==> config.mk <==
export PLATFORM = sky130hd
export DESIGN_NAME = imu_raw_to_si_converter
export DESIGN_NICKNAME = d
export VERILOG_FILES = /design/src/imuc_pkg.sv /design/src/imu_raw_to_si_converter.sv /design/src/imuc_scale.sv /design/src/imuc_split.sv /design/src/imuc_format.sv
export SDC_FILE = /design/constraint.sdc
export NUM_CORES = 2
export LEC_CHECK = 0
export BUFFER_PORTS_ARGS = -buffer_cell sky130_fd_sc_hd__buf_4
export CAP_MARGIN = 10
export CORE_ASPECT_RATIO = 0.6
export CORE_MARGIN = 1.5
export CORE_UTILIZATION = 40
export CTS_CLUSTER_SIZE = 25
export DETAILED_ROUTE_END_ITERATION = 16
export SKIP_CTS_REPAIR_TIMING = 1
export SLEW_MARGIN = 0
export SYNTH_ARGS = -nofsm -noshare
export SYNTH_HDL_FRONTEND = slang
export SYNTH_SLANG_ARGS = --single-unit
==> constraint.sdc <==
create_clock -name clk -period 11.2 [get_ports clk]
set_clock_uncertainty 0.15 [all_clocks]
set_input_delay 1.12 -clock clk [delete_from_list [all_inputs] [get_ports clk]]
set_output_delay 1.12 -clock clk [all_outputs]
set_load 0.05 [all_outputs]
==> src/imuc_pkg.sv <==
// Shared types, constants and tables for the IMU raw-to-SI converter.
`timescale 1ns / 1ps
`default_nettype none

package imuc_pkg;

  // Sample and field widths
  localparam int SAMPLE_BITS   = 16;
  localparam int RAW_W         = 16;
  localparam int MODE_W        = 2;
  localparam int WHOLE_W       = 15;
  localparam int MICRO_W       = 21;
  localparam int IN_TDATA_W    = 16;
  localparam int OUT_TDATA_W   = 40;

  // Configuration port
  localparam int ACCEL_SHIFT_W = 4;
  localparam int GYRO_SEL_W    = 2;
  localparam int CFG_ADDR_W    = 1;
  localparam int CFG_DATA_W    = 4;
  localparam logic [CFG_ADDR_W-1:0] CFG_ACCEL_SHIFT = 1'd0;
  localparam logic [CFG_ADDR_W-1:0] CFG_GYRO_SEL    = 1'd1;
  localparam logic [ACCEL_SHIFT_W-1:0] ACCEL_SHIFT_RST = 4'd11;
  localparam logic [GYRO_SEL_W-1:0]    GYRO_SEL_RST    = 2'd3;

  // Scaling datapath widths
  localparam int INT_K_W     = 24;
  localparam int FRAC_K_W    = 12;
  localparam int DIV_W       = 13;
  localparam int RECIP_W     = 21;
  localparam int RECIP_SHIFT = 28;
  localparam int INT_PROD_W  = SAMPLE_BITS + INT_K_W;
  localparam int Y_W         = SAMPLE_BITS + FRAC_K_W;
  localparam int QE_W        = SAMPLE_BITS - 1;
  localparam int RP_W        = Y_W + RECIP_W;
  localparam int ACC_SUM_W   = INT_PROD_W + 1;
  localparam int MAGV_W      = 34;

  // Split by one million
  localparam int WHOLE_MAG_W = 14;
  localparam int MICRO_MAG_W = 20;
  localparam int SPLIT_RECIP_W = 15;
  localparam int SP_W        = MAGV_W + SPLIT_RECIP_W;
  localparam logic [SPLIT_RECIP_W-1:0] SPLIT_RECIP = 15'd17179;  // floor(2^34 / 1e6)
  localparam logic [MICRO_MAG_W-1:0]   ONE_MILLION = 20'd1000000;

  // Accelerometer: micro m/s^2 per LSB before shift, and saturation in micro units
  localparam logic [INT_K_W-1:0] ACCEL_K   = 24'd9806650;
  localparam logic [MAGV_W-1:0]  SAT_LIMIT = 34'd15855999999;

  // Temperature: raw * 1e8 / 207 split as integer plus fraction part
  localparam logic [INT_K_W-1:0]  TEMP_INT_K  = 24'd483091;
  localparam logic [FRAC_K_W-1:0] TEMP_FRAC_K = 12'd163;
  localparam logic [DIV_W-1:0]    TEMP_DIV    = 13'd207;
  localparam logic [RECIP_W-1:0]  TEMP_RECIP  = 21'd1296789;   // floor(2^28 / 207)
  localparam logic signed [WHOLE_W:0] TEMP_OFFSET = 16'sd25;

  // Gyroscope: pi*1e7 / (sens*180) reduced to num/den, split as integer plus fraction
  localparam logic [INT_K_W-1:0]  GYRO_INT_K  [4] = '{24'd133, 24'd266, 24'd532, 24'd1064};
  localparam logic [FRAC_K_W-1:0] GYRO_FRAC_K [4] = '{12'd1363, 12'd2726, 12'd83, 12'd83};
  localparam logic [DIV_W-1:0]    GYRO_DIV    [4] = '{13'd5895, 13'd5895, 13'd738, 13'd369};
  localparam logic [RECIP_W-1:0]  GYRO_RECIP  [4] =
    '{21'd45536, 21'd45536, 21'd363733, 21'd727467};

  typedef enum logic [MODE_W-1:0] {
    MODE_ACCEL = 2'd0,
    MODE_GYRO  = 2'd1,
    MODE_TEMP  = 2'd2,
    MODE_BAD   = 2'd3
  } mode_t;

  // Unsigned value in micro units with its sign
  typedef struct packed {
    mode_t             mode;
    logic              neg;
    logic [MAGV_W-1:0] magv;
  } imuc_mag_t;

  // Magnitude split into whole and millionths
  typedef struct packed {
    mode_t                  mode;
    logic                   neg;
    logic [WHOLE_MAG_W-1:0] whole_mag;
    logic [MICRO_MAG_W-1:0] micro_mag;
  } imuc_split_t;

  // Final signed result
  typedef struct packed {
    logic signed [WHOLE_W-1:0] whole;
    logic signed [MICRO_W-1:0] micro;
    logic                      bad;
  } imuc_result_t;

endpackage

`default_nettype wire

==> src/imu_raw_to_si_converter.sv <==
// Top level: IMU raw sample to SI units converter, configuration registers and streams.
//
//  channel   direction  transaction fields
//  s_axis    in         tuser: mode[1:0]; tdata: raw_sample[15:0]
//  m_axis    out        tuser: bad_mode; tdata: whole_part[14:0], micro_part[35:15]
//  cfg       in         cfg_wr_en, cfg_addr (0 accel_shift, 1 gyro_scale_select), cfg_wr_data
//
//  One sample per cycle sustained while m_axis_tready stays high;
//  9 register stages (5 scaling stages, 3 split stages by one million, 1 output register).
//  Synchronous reset empties the pipeline and loads accel_shift=11, gyro_scale_select=3.
//  Each stage holds under back-pressure and empty stages fill in, so stalls lose nothing.
`timescale 1ns / 1ps
`default_nettype none

module imu_raw_to_si_converter
  import imuc_pkg::*;
(
  input  wire logic                   clk,
  input  wire logic                   rst,
  // Input stream
  input  wire logic                   s_axis_tvalid,
  output logic                        s_axis_tready,
  input  wire logic [IN_TDATA_W-1:0]  s_axis_tdata,   // [15:0] raw_sample
  input  wire logic [MODE_W-1:0]      s_axis_tuser,   // [1:0] mode
  // Output stream
  output logic                        m_axis_tvalid,
  input  wire logic                   m_axis_tready,
  output logic [OUT_TDATA_W-1:0]      m_axis_tdata,   // [14:0] whole_part, [35:15] micro_part
  output logic                        m_axis_tuser,   // [0] bad_mode
  // Configuration writes
  input  wire logic                   cfg_wr_en,
  input  wire logic [CFG_ADDR_W-1:0]  cfg_addr,
  input  wire logic [CFG_DATA_W-1:0]  cfg_wr_data
);

  logic [ACCEL_SHIFT_W-1:0] accel_shift;
  logic [GYRO_SEL_W-1:0]    gyro_scale_select;

  // Configuration registers
  always_ff @(posedge clk) begin
    if (rst) begin
      accel_shift       <= ACCEL_SHIFT_RST;
      gyro_scale_select <= GYRO_SEL_RST;
    end else if (cfg_wr_en) begin
      unique case (cfg_addr)
        CFG_ACCEL_SHIFT: accel_shift       <= cfg_wr_data[ACCEL_SHIFT_W-1:0];
        CFG_GYRO_SEL:    gyro_scale_select <= cfg_wr_data[GYRO_SEL_W-1:0];
      endcase
    end
  end

  // Pipeline
  logic         scl_valid;
  logic         scl_ready;
  imuc_mag_t    scl_data;
  logic         spl_valid;
  logic         spl_ready;
  imuc_split_t  spl_data;
  imuc_result_t res;

  imuc_scale u_scale (
    .clk               (clk),
    .rst               (rst),
    .accel_shift       (accel_shift),
    .gyro_scale_select (gyro_scale_select),
    .in_valid          (s_axis_tvalid),
    .in_ready          (s_axis_tready),
    .in_mode           (s_axis_tuser),
    .in_raw            (s_axis_tdata[RAW_W-1:0]),
    .out_valid         (scl_valid),
    .out_ready         (scl_ready),
    .out_data          (scl_data)
  );

  imuc_split u_split (
    .clk       (clk),
    .rst       (rst),
    .in_valid  (scl_valid),
    .in_ready  (scl_ready),
    .in_data   (scl_data),
    .out_valid (spl_valid),
    .out_ready (spl_ready),
    .out_data  (spl_data)
  );

  imuc_format u_format (
    .clk       (clk),
    .rst       (rst),
    .in_valid  (spl_valid),
    .in_ready  (spl_ready),
    .in_data   (spl_data),
    .out_valid (m_axis_tvalid),
    .out_ready (m_axis_tready),
    .out_data  (res)
  );

  assign m_axis_tdata = {(OUT_TDATA_W - WHOLE_W - MICRO_W)'(0), res.micro, res.whole};
  assign m_axis_tuser = res.bad;

`ifndef SYNTHESIS
  a_bad_mode_zero: assert property (@(posedge clk) disable iff (rst)
    (m_axis_tvalid && m_axis_tuser) |-> (m_axis_tdata == '0))
    else $error("bad mode result carries nonzero data");

  a_micro_range: assert property (@(posedge clk) disable iff (rst)
    m_axis_tvalid |-> ((res.micro < 21'sd1000000) && (res.micro > -21'sd1000000)))
    else $error("millionths out of range");

  a_whole_range: assert property (@(posedge clk) disable iff (rst)
    m_axis_tvalid |-> ((res.whole <= 15'sd15855) && (res.whole >= -15'sd15855)))
    else $error("whole part out of range");
`endif

endmodule

`default_nettype wire

==> src/imuc_scale.sv <==
// Five-stage scaling pipeline: sample to unsigned magnitude in micro units.
`timescale 1ns / 1ps
`default_nettype none

module imuc_scale
  import imuc_pkg::*;
(
  input  wire logic                     clk,
  input  wire logic                     rst,
  input  wire logic [ACCEL_SHIFT_W-1:0] accel_shift,
  input  wire logic [GYRO_SEL_W-1:0]    gyro_scale_select,
  input  wire logic                     in_valid,
  output logic                          in_ready,
  input  wire logic [MODE_W-1:0]        in_mode,
  input  wire logic [RAW_W-1:0]         in_raw,
  output logic                          out_valid,
  input  wire logic                     out_ready,
  output imuc_mag_t                     out_data
);

  localparam int NS = 5;

  logic [NS-1:0] v;
  logic [NS-1:0] ld;

  // Stage A: sign/magnitude and constant selection
  mode_t                  a_mode;
  logic                   a_neg;
  logic [SAMPLE_BITS-1:0] a_mag;
  logic [INT_K_W-1:0]     a_int_k;
  logic [FRAC_K_W-1:0]    a_frac_k;
  logic [DIV_W-1:0]       a_d;
  logic [RECIP_W-1:0]     a_m;
  // Stage B: products
  mode_t                  b_mode;
  logic                   b_neg;
  logic [INT_PROD_W-1:0]  b_int;
  logic [Y_W-1:0]         b_y;
  logic [DIV_W-1:0]       b_d;
  logic [RECIP_W-1:0]     b_m;
  // Stage C: quotient estimate, accel shift
  mode_t                  c_mode;
  logic                   c_neg;
  logic [INT_PROD_W-1:0]  c_int;
  logic [Y_W-1:0]         c_y;
  logic [DIV_W-1:0]       c_d;
  logic [QE_W-1:0]        c_qe;
  // Stage D: back-multiply, accel clamp
  mode_t                  d_mode;
  logic                   d_neg;
  logic [MAGV_W-1:0]      d_int;
  logic [Y_W-1:0]         d_y;
  logic [DIV_W-1:0]       d_d;
  logic [QE_W-1:0]        d_qe;
  logic [Y_W-1:0]         d_qd;
  // Stage E: corrected sum
  mode_t                  e_mode;
  logic                   e_neg;
  logic [MAGV_W-1:0]      e_magv;

  // Ready chain: a stage loads when empty or when its content moves on
  always_comb begin
    ld[NS-1] = !v[NS-1] || out_ready;
    for (int k = NS - 2; k >= 0; k--) begin
      ld[k] = !v[k] || ld[k+1];
    end
  end

  assign in_ready  = ld[0];
  assign out_valid = v[NS-1];
  assign out_data  = '{mode: e_mode, neg: e_neg, magv: e_magv};

  always_ff @(posedge clk) begin
    if (rst) begin
      v <= '0;
    end else begin
      if (ld[0]) v[0] <= in_valid;
      for (int k = 1; k < NS; k++) begin
        if (ld[k]) v[k] <= v[k-1];
      end
    end
  end

  // Stage A logic
  logic [SAMPLE_BITS-1:0] raw_bits;
  logic                   raw_neg;
  logic [SAMPLE_BITS-1:0] raw_mag;
  mode_t                  mode_in;
  logic [INT_K_W-1:0]     sel_int_k;
  logic [FRAC_K_W-1:0]    sel_frac_k;
  logic [DIV_W-1:0]       sel_d;
  logic [RECIP_W-1:0]     sel_m;

  always_comb begin
    raw_bits = in_raw[SAMPLE_BITS-1:0];
    raw_neg  = raw_bits[SAMPLE_BITS-1];
    raw_mag  = raw_neg ? SAMPLE_BITS'(~raw_bits + 1'b1) : raw_bits;
    mode_in  = mode_t'(in_mode);
    unique case (mode_in)
      MODE_GYRO: begin
        sel_int_k  = GYRO_INT_K[gyro_scale_select];
        sel_frac_k = GYRO_FRAC_K[gyro_scale_select];
        sel_d      = GYRO_DIV[gyro_scale_select];
        sel_m      = GYRO_RECIP[gyro_scale_select];
      end
      MODE_TEMP: begin
        sel_int_k  = TEMP_INT_K;
        sel_frac_k = TEMP_FRAC_K;
        sel_d      = TEMP_DIV;
        sel_m      = TEMP_RECIP;
      end
      MODE_ACCEL, MODE_BAD: begin
        // no fraction term; divider sees zero
        sel_int_k  = ACCEL_K;
        sel_frac_k = '0;
        sel_d      = TEMP_DIV;
        sel_m      = TEMP_RECIP;
      end
    endcase
  end

  always_ff @(posedge clk) begin
    if (ld[0]) begin
      a_mode   <= mode_in;
      a_neg    <= raw_neg;
      a_mag    <= raw_mag;
      a_int_k  <= sel_int_k;
      a_frac_k <= sel_frac_k;
      a_d      <= sel_d;
      a_m      <= sel_m;
    end
  end

  // Stage B: integer and fraction products
  always_ff @(posedge clk) begin
    if (ld[1]) begin
      b_mode <= a_mode;
      b_neg  <= a_neg;
      b_int  <= INT_PROD_W'(a_mag) * INT_PROD_W'(a_int_k);
      b_y    <= Y_W'(a_mag) * Y_W'(a_frac_k);
      b_d    <= a_d;
      b_m    <= a_m;
    end
  end

  // Stage C: reciprocal estimate of y/d; accel floor shift on magnitude (ceil if negative)
  logic [RP_W-1:0]      recip_prod;
  logic [ACC_SUM_W-1:0] round_add;
  logic [ACC_SUM_W-1:0] acc_sum;
  logic [ACC_SUM_W-1:0] acc_shifted;

  always_comb begin
    recip_prod  = RP_W'(b_y) * RP_W'(b_m);
    round_add   = b_neg ? ((ACC_SUM_W'(1) << accel_shift) - ACC_SUM_W'(1)) : '0;
    acc_sum     = ACC_SUM_W'(b_int) + round_add;
    acc_shifted = acc_sum >> accel_shift;
  end

  always_ff @(posedge clk) begin
    if (ld[2]) begin
      c_mode <= b_mode;
      c_neg  <= b_neg;
      c_int  <= (b_mode == MODE_ACCEL) ? acc_shifted[INT_PROD_W-1:0] : b_int;
      c_y    <= b_y;
      c_d    <= b_d;
      c_qe   <= recip_prod[RECIP_SHIFT +: QE_W];
    end
  end

  // Stage D: estimate times divisor; saturate accel
  logic sat_hit;
  assign sat_hit = (c_mode == MODE_ACCEL) && (c_int > INT_PROD_W'(SAT_LIMIT));

  always_ff @(posedge clk) begin
    if (ld[3]) begin
      d_mode <= c_mode;
      d_neg  <= c_neg;
      d_int  <= sat_hit ? SAT_LIMIT : c_int[MAGV_W-1:0];
      d_y    <= c_y;
      d_d    <= c_d;
      d_qe   <= c_qe;
      d_qd   <= Y_W'(c_qe) * Y_W'(c_d);
    end
  end

  // Stage E: estimate is exact or one low; fix and add integer term
  logic [Y_W-1:0]  rem_e;
  logic            corr;
  logic [QE_W-1:0] q_fix;

  always_comb begin
    rem_e = d_y - d_qd;
    corr  = rem_e >= Y_W'(d_d);
    q_fix = d_qe + QE_W'(corr);
  end

  always_ff @(posedge clk) begin
    if (ld[4]) begin
      e_mode <= d_mode;
      e_neg  <= d_neg;
      e_magv <= d_int + MAGV_W'(q_fix);
    end
  end

endmodule

`default_nettype wire

==> src/imuc_split.sv <==
// Three-stage split of a micro-unit magnitude into whole part and millionths.
`timescale 1ns / 1ps
`default_nettype none

module imuc_split
  import imuc_pkg::*;
(
  input  wire logic  clk,
  input  wire logic  rst,
  input  wire logic  in_valid,
  output logic       in_ready,
  input  wire imuc_mag_t in_data,
  output logic       out_valid,
  input  wire logic  out_ready,
  output imuc_split_t out_data
);

  localparam int NS = 3;

  logic [NS-1:0] v;
  logic [NS-1:0] ld;

  mode_t                  f_mode;
  logic                   f_neg;
  logic [MAGV_W-1:0]      f_x;
  logic [WHOLE_MAG_W-1:0] f_qe;
  mode_t                  g_mode;
  logic                   g_neg;
  logic [MAGV_W-1:0]      g_x;
  logic [WHOLE_MAG_W-1:0] g_qe;
  logic [MAGV_W-1:0]      g_qd;
  mode_t                  h_mode;
  logic                   h_neg;
  logic [WHOLE_MAG_W-1:0] h_q;
  logic [MICRO_MAG_W-1:0] h_r;

  always_comb begin
    ld[NS-1] = !v[NS-1] || out_ready;
    for (int k = NS - 2; k >= 0; k--) begin
      ld[k] = !v[k] || ld[k+1];
    end
  end

  assign in_ready  = ld[0];
  assign out_valid = v[NS-1];
  assign out_data  = '{mode: h_mode, neg: h_neg, whole_mag: h_q, micro_mag: h_r};

  always_ff @(posedge clk) begin
    if (rst) begin
      v <= '0;
    end else begin
      if (ld[0]) v[0] <= in_valid;
      for (int k = 1; k < NS; k++) begin
        if (ld[k]) v[k] <= v[k-1];
      end
    end
  end

  // Stage F: quotient estimate by reciprocal of one million
  logic [SP_W-1:0] split_prod;
  assign split_prod = SP_W'(in_data.magv) * SP_W'(SPLIT_RECIP);

  always_ff @(posedge clk) begin
    if (ld[0]) begin
      f_mode <= in_data.mode;
      f_neg  <= in_data.neg;
      f_x    <= in_data.magv;
      f_qe   <= split_prod[MAGV_W +: WHOLE_MAG_W];
    end
  end

  // Stage G: back-multiply
  always_ff @(posedge clk) begin
    if (ld[1]) begin
      g_mode <= f_mode;
      g_neg  <= f_neg;
      g_x    <= f_x;
      g_qe   <= f_qe;
      g_qd   <= MAGV_W'(f_qe) * MAGV_W'(ONE_MILLION);
    end
  end

  // Stage H: remainder with one correction step
  logic [MAGV_W-1:0] rem_h;
  logic              over;
  assign rem_h = g_x - g_qd;
  assign over  = rem_h >= MAGV_W'(ONE_MILLION);

  always_ff @(posedge clk) begin
    if (ld[2]) begin
      h_mode <= g_mode;
      h_neg  <= g_neg;
      h_q    <= g_qe + WHOLE_MAG_W'(over);
      h_r    <= over ? MICRO_MAG_W'(rem_h - MAGV_W'(ONE_MILLION)) : rem_h[MICRO_MAG_W-1:0];
    end
  end

`ifndef SYNTHESIS
  a_rem_below_million: assert property (@(posedge clk) disable iff (rst)
    v[NS-1] |-> (h_r < ONE_MILLION))
    else $error("split remainder not below one million");
`endif

endmodule

`default_nettype wire

==> src/imuc_format.sv <==
// Output register stage: applies sign, temperature offset and borrow, bad mode.
`timescale 1ns / 1ps
`default_nettype none

module imuc_format
  import imuc_pkg::*;
(
  input  wire logic   clk,
  input  wire logic   rst,
  input  wire logic   in_valid,
  output logic        in_ready,
  input  wire imuc_split_t in_data,
  output logic        out_valid,
  input  wire logic   out_ready,
  output imuc_result_t out_data
);

  logic         v;
  logic         ld;
  imuc_result_t res;

  assign ld        = !v || out_ready;
  assign in_ready  = ld;
  assign out_valid = v;
  assign out_data  = res;

  always_ff @(posedge clk) begin
    if (rst) begin
      v <= 1'b0;
    end else if (ld) begin
      v <= in_valid;
    end
  end

  // Signed parts; temperature borrows so millionths stay non-negative
  logic signed [WHOLE_W:0]   w_abs;
  logic signed [WHOLE_W:0]   w_sgn;
  logic signed [WHOLE_W:0]   w_temp;
  logic signed [MICRO_W-1:0] m_abs;
  logic signed [MICRO_W-1:0] m_sgn;
  logic signed [MICRO_W-1:0] m_temp;
  logic                      borrow;
  imuc_result_t              res_next;

  always_comb begin
    w_abs  = signed'({2'b00, in_data.whole_mag});
    m_abs  = signed'({1'b0, in_data.micro_mag});
    w_sgn  = in_data.neg ? -w_abs : w_abs;
    m_sgn  = in_data.neg ? -m_abs : m_abs;
    borrow = in_data.neg && (in_data.micro_mag != '0);
    w_temp = w_sgn + TEMP_OFFSET - (borrow ? 16'sd1 : 16'sd0);
    m_temp = borrow ? (signed'({1'b0, ONE_MILLION}) - m_abs) : m_abs;
    unique case (in_data.mode)
      MODE_ACCEL, MODE_GYRO: begin
        res_next = '{whole: w_sgn[WHOLE_W-1:0], micro: m_sgn, bad: 1'b0};
      end
      MODE_TEMP: begin
        res_next = '{whole: w_temp[WHOLE_W-1:0], micro: m_temp, bad: 1'b0};
      end
      MODE_BAD: begin
        res_next = '{whole: '0, micro: '0, bad: 1'b1};
      end
    endcase
  end

  always_ff @(posedge clk) begin
    if (ld) begin
      res <= res_next;
    end
  end

`ifndef SYNTHESIS
  a_temp_micro_nonneg: assert property (@(posedge clk) disable iff (rst)
    (in_valid && ld && (in_data.mode == MODE_TEMP)) |=> (res.micro >= 0))
    else $error("temperature millionths negative");
`endif

endmodule

`default_nettype wire

==> impl_results.md <==
- Final WL: 205 mm
- DR WL/cell: 20.1 um
- Crit path largest cell delay: 0.81 ns
- Final hold slack: 0.253 ns
- Final slew viol count: 0
- Final Cycle Share: 78.4%
- Iter 0 DRT Violations: 4299
- WP buf/inv: 1
- CP Capture Type: register
- R2r setup slk: 2.42 ns
- Tmin final: 8.78 ns
- Ys flop type: edfxtp_1
- Distinct cells, synth: 94
- Clock Latency Late Sink: 0.68 ns
- Synthesized cell area: 77500 um^2
- Area grow syn2layout: 6.79%
- Vias in the first global route: 53200
- GP Congestion: 0.967
- Outcome: completed
- CTS tree: yes
- Core Box Area: 191000 um^2
- Clock Tree Root: clkbuf_16
- Mean Syn Cell Area: 10.2 um^2
- Initial Util: 40.5%
- First-pass GRT wire length: 318 mm
- CP Launch Point: u_scale.b_m[19]
- DRT Pass-1 Iters: 6
- Nets@finish: 9610
- Worst-path cell chain: buf_4, and2_1, fa_1, fa_1, fa_1, fa_1, fa_1, fa_1, fa_1, ha_1, nand4_1, nor3_1, nor2b_1, o211ai_1, a31oi_1, o311ai_0, nor2_1, o31a_1, o211ai_1, a21oi_1, nor2_1, xnor2_1
- Die Span Y: 344 um
- Async SR Flop Fraction: 0%
- Arrival time worst endpoint: 9.05 ns
- # DRC: 0
- PortBufs: 66
- Crit path max-delay cell type: edfxtp_1
- Number of routed nets with antenna violations: 0
- Worst Hold Path Cells: 0
- Post-layout utilization of the core: 43.2%
- Achievable Freq: 114 MHz
- Dpl hpwl: 171 mm
- Vias per cell: 5.13
- H-tree depth: 2
- Final hold viol count: 0
- Cell family with most CP delay: adder cells
- Clock buffer depth: 3
- Share of cells above drive strength 1: 3.98%
- Largest net degree at the start of global routing: 77
- Worst r2r src: u_scale.b_m[19]
- I/O pin cnt: 71
- Total die area: 197000 um^2
- Register bit total from synthesis: 601
- Max Cap Viol: 0
- CP required: 11.47 ns
- Worst slew pin tran: 1.11 ns
- Global route total overflow: 0
- CTS buffer count: 58
- Startpoint class of the critical path: register
- All-Layer GR Usage: 21.2%
- Top cell by count, worst path: fa_1
- Cells after synthesis: 7593
- Unrepaired setup endpoints after global routing: false
- Seq/Total Area, Yosys: 23.1%
- Clock Sinks: 601
- Cell Area, Placed: 80900 um^2
- CP Class: register to register
- Hold path start: u_split.f_x[2]
- FF-to-FF End: u_scale.c_qe[14]
- Hold Path Class: register to register
- Worst-path clk slew: 0.07 ns
- Initial antenna violation count: 11
- Row count: 124
- Setup TNS: 0 ns
- EDFF count, synth: 586
- R2R cell count: 22
- Endpoints failing setup: 0
- Max_slew headroom: 25.8%
- Ys Warns: 0
- Hold endpoint: u_split.g_x[2]
- CP Max Fanout: 15
- Vias: 52400
- Chip Width: 571 um
- Design Area, Final: 82800 um^2
[metrics by stage]
stage          setup WS [ns]  instances
3_3_place_gp            2.84      10100
5_1_grt                 1.94      10200
2_1_floorplan           2.66       7607
4_1_cts                 2.72      10200
6_report                2.42      10200
3_5_place_dp            2.77      10100
[cell usage in the layout (no fill, tap or decap), types with 40 or more instances in the layout]
cell type	count
clkbuf_16	58
nor2b_1	50
inv_1	1745
mux2i_1	59
nand3_1	74
nor2_1	212
or2_2	43
nor3_1	75
a211oi_1	43
o21a_1	40
xnor2_1	206
ha_1	878
o21ai_0	152
buf_4	108
nand2_1	550
fa_1	1141
a21oi_1	266
and2_1	444
edfxtp_1	586
a21o_1	122
and3_1	41
nand2b_1	40
xor2_1	131
[synth_stat cells, types with 59 or more instances]
master	count	area share, %
inv_1	1748	8.5
fa_1	1141	29
ha_1	878	14
edfxtp_1	586	23
nand2_1	552	2.7
and2_1	444	3.6
a21oi_1	266	1.7
nor2_1	212	1.0
xnor2_1	206	2.3
clkbuf_1	188	0.91
o21ai_0	152	0.98
xor2_1	131	1.5
a21o_1	122	1.2
nand3_1	76	0.49
nor3_1	75	0.48
mux2i_1	59	0.76
[worst max path at each step]
| stage | end | slack [ns] | depth (start not counted) |
|---|---|---|---|
| after floorplan | s_axis_tready | 2.66 | 6 |
| after global routing | u_scale.e_magv[29] | 1.94 | 34 |
| after global placement | u_scale.c_qe[14] | 2.84 | 22 |
| after CTS | u_scale.c_qe[14] | 2.72 | 22 |
| after detailed placement | u_scale.c_qe[14] | 2.77 | 22 |
| final | u_scale.c_qe[14] | 2.42 | 22 |
[registers in the layout, summed over array words and instances (netlist names), 16 cells and up]
signal             count
u_scale.b_int         40
u_scale.d_y           28
u_split.g_qd          25
u_scale.c_int         40
u_split.h_r           20
u_scale.d_qd          28
u_scale.c_y           28
u_scale.a_mag         16
u_scale.e_magv        34
u_scale.b_y           28
u_split.f_x           34
u_scale.d_int         34
u_format.out_data     37
u_split.g_x           34
[layout make-up]
cell class / count / area, um^2
antenna: 6 / 15.0
clock buffer: 76 / 1560
clock inverter: 33 / 377
fill: 18200 / 109000
inverter: 1752 / 6580
multi-input combinational: 5042 / 52300
sequential: 601 / 17900
tap: 2583 / 3230
timing repair buffer: 108 / 811
[routing by layer]
layer	GRT usage [%]	vias to the layer above	wire, um
li1	-	24300	-
met1	33.8	26000	103000
met2	27.1	1950	75300
met3	7.74	177	23900
met4	2.40	4	2200
met5	1.16	-	327
[cells by family (layout without fill, tap and decap cells)]
| kind of cell | after synthesis | in the layout | share of synthesized area, % |
|---|---|---|---|
| adder cells (fa/ha/maj) | 2019 | 2019 | 43.6 |
| buffers and inverters | 1964 | 1969 | 9.55 |
| AND/OR/NAND/NOR | 1655 | 1655 | 10.8 |
| AO/OA/AOI/OAI | 937 | 937 | 8.01 |
| flip-flops | 601 | 601 | 23.1 |
| XOR/XNOR | 337 | 337 | 3.81 |
| multiplexers | 79 | 79 | 1.14 |
| other | 1 | 21 | 0.00484 |
Power is left out: the tool's default activity adds up to more than one toggle a clock period on the data nets, which glitch-free logic cannot reach.
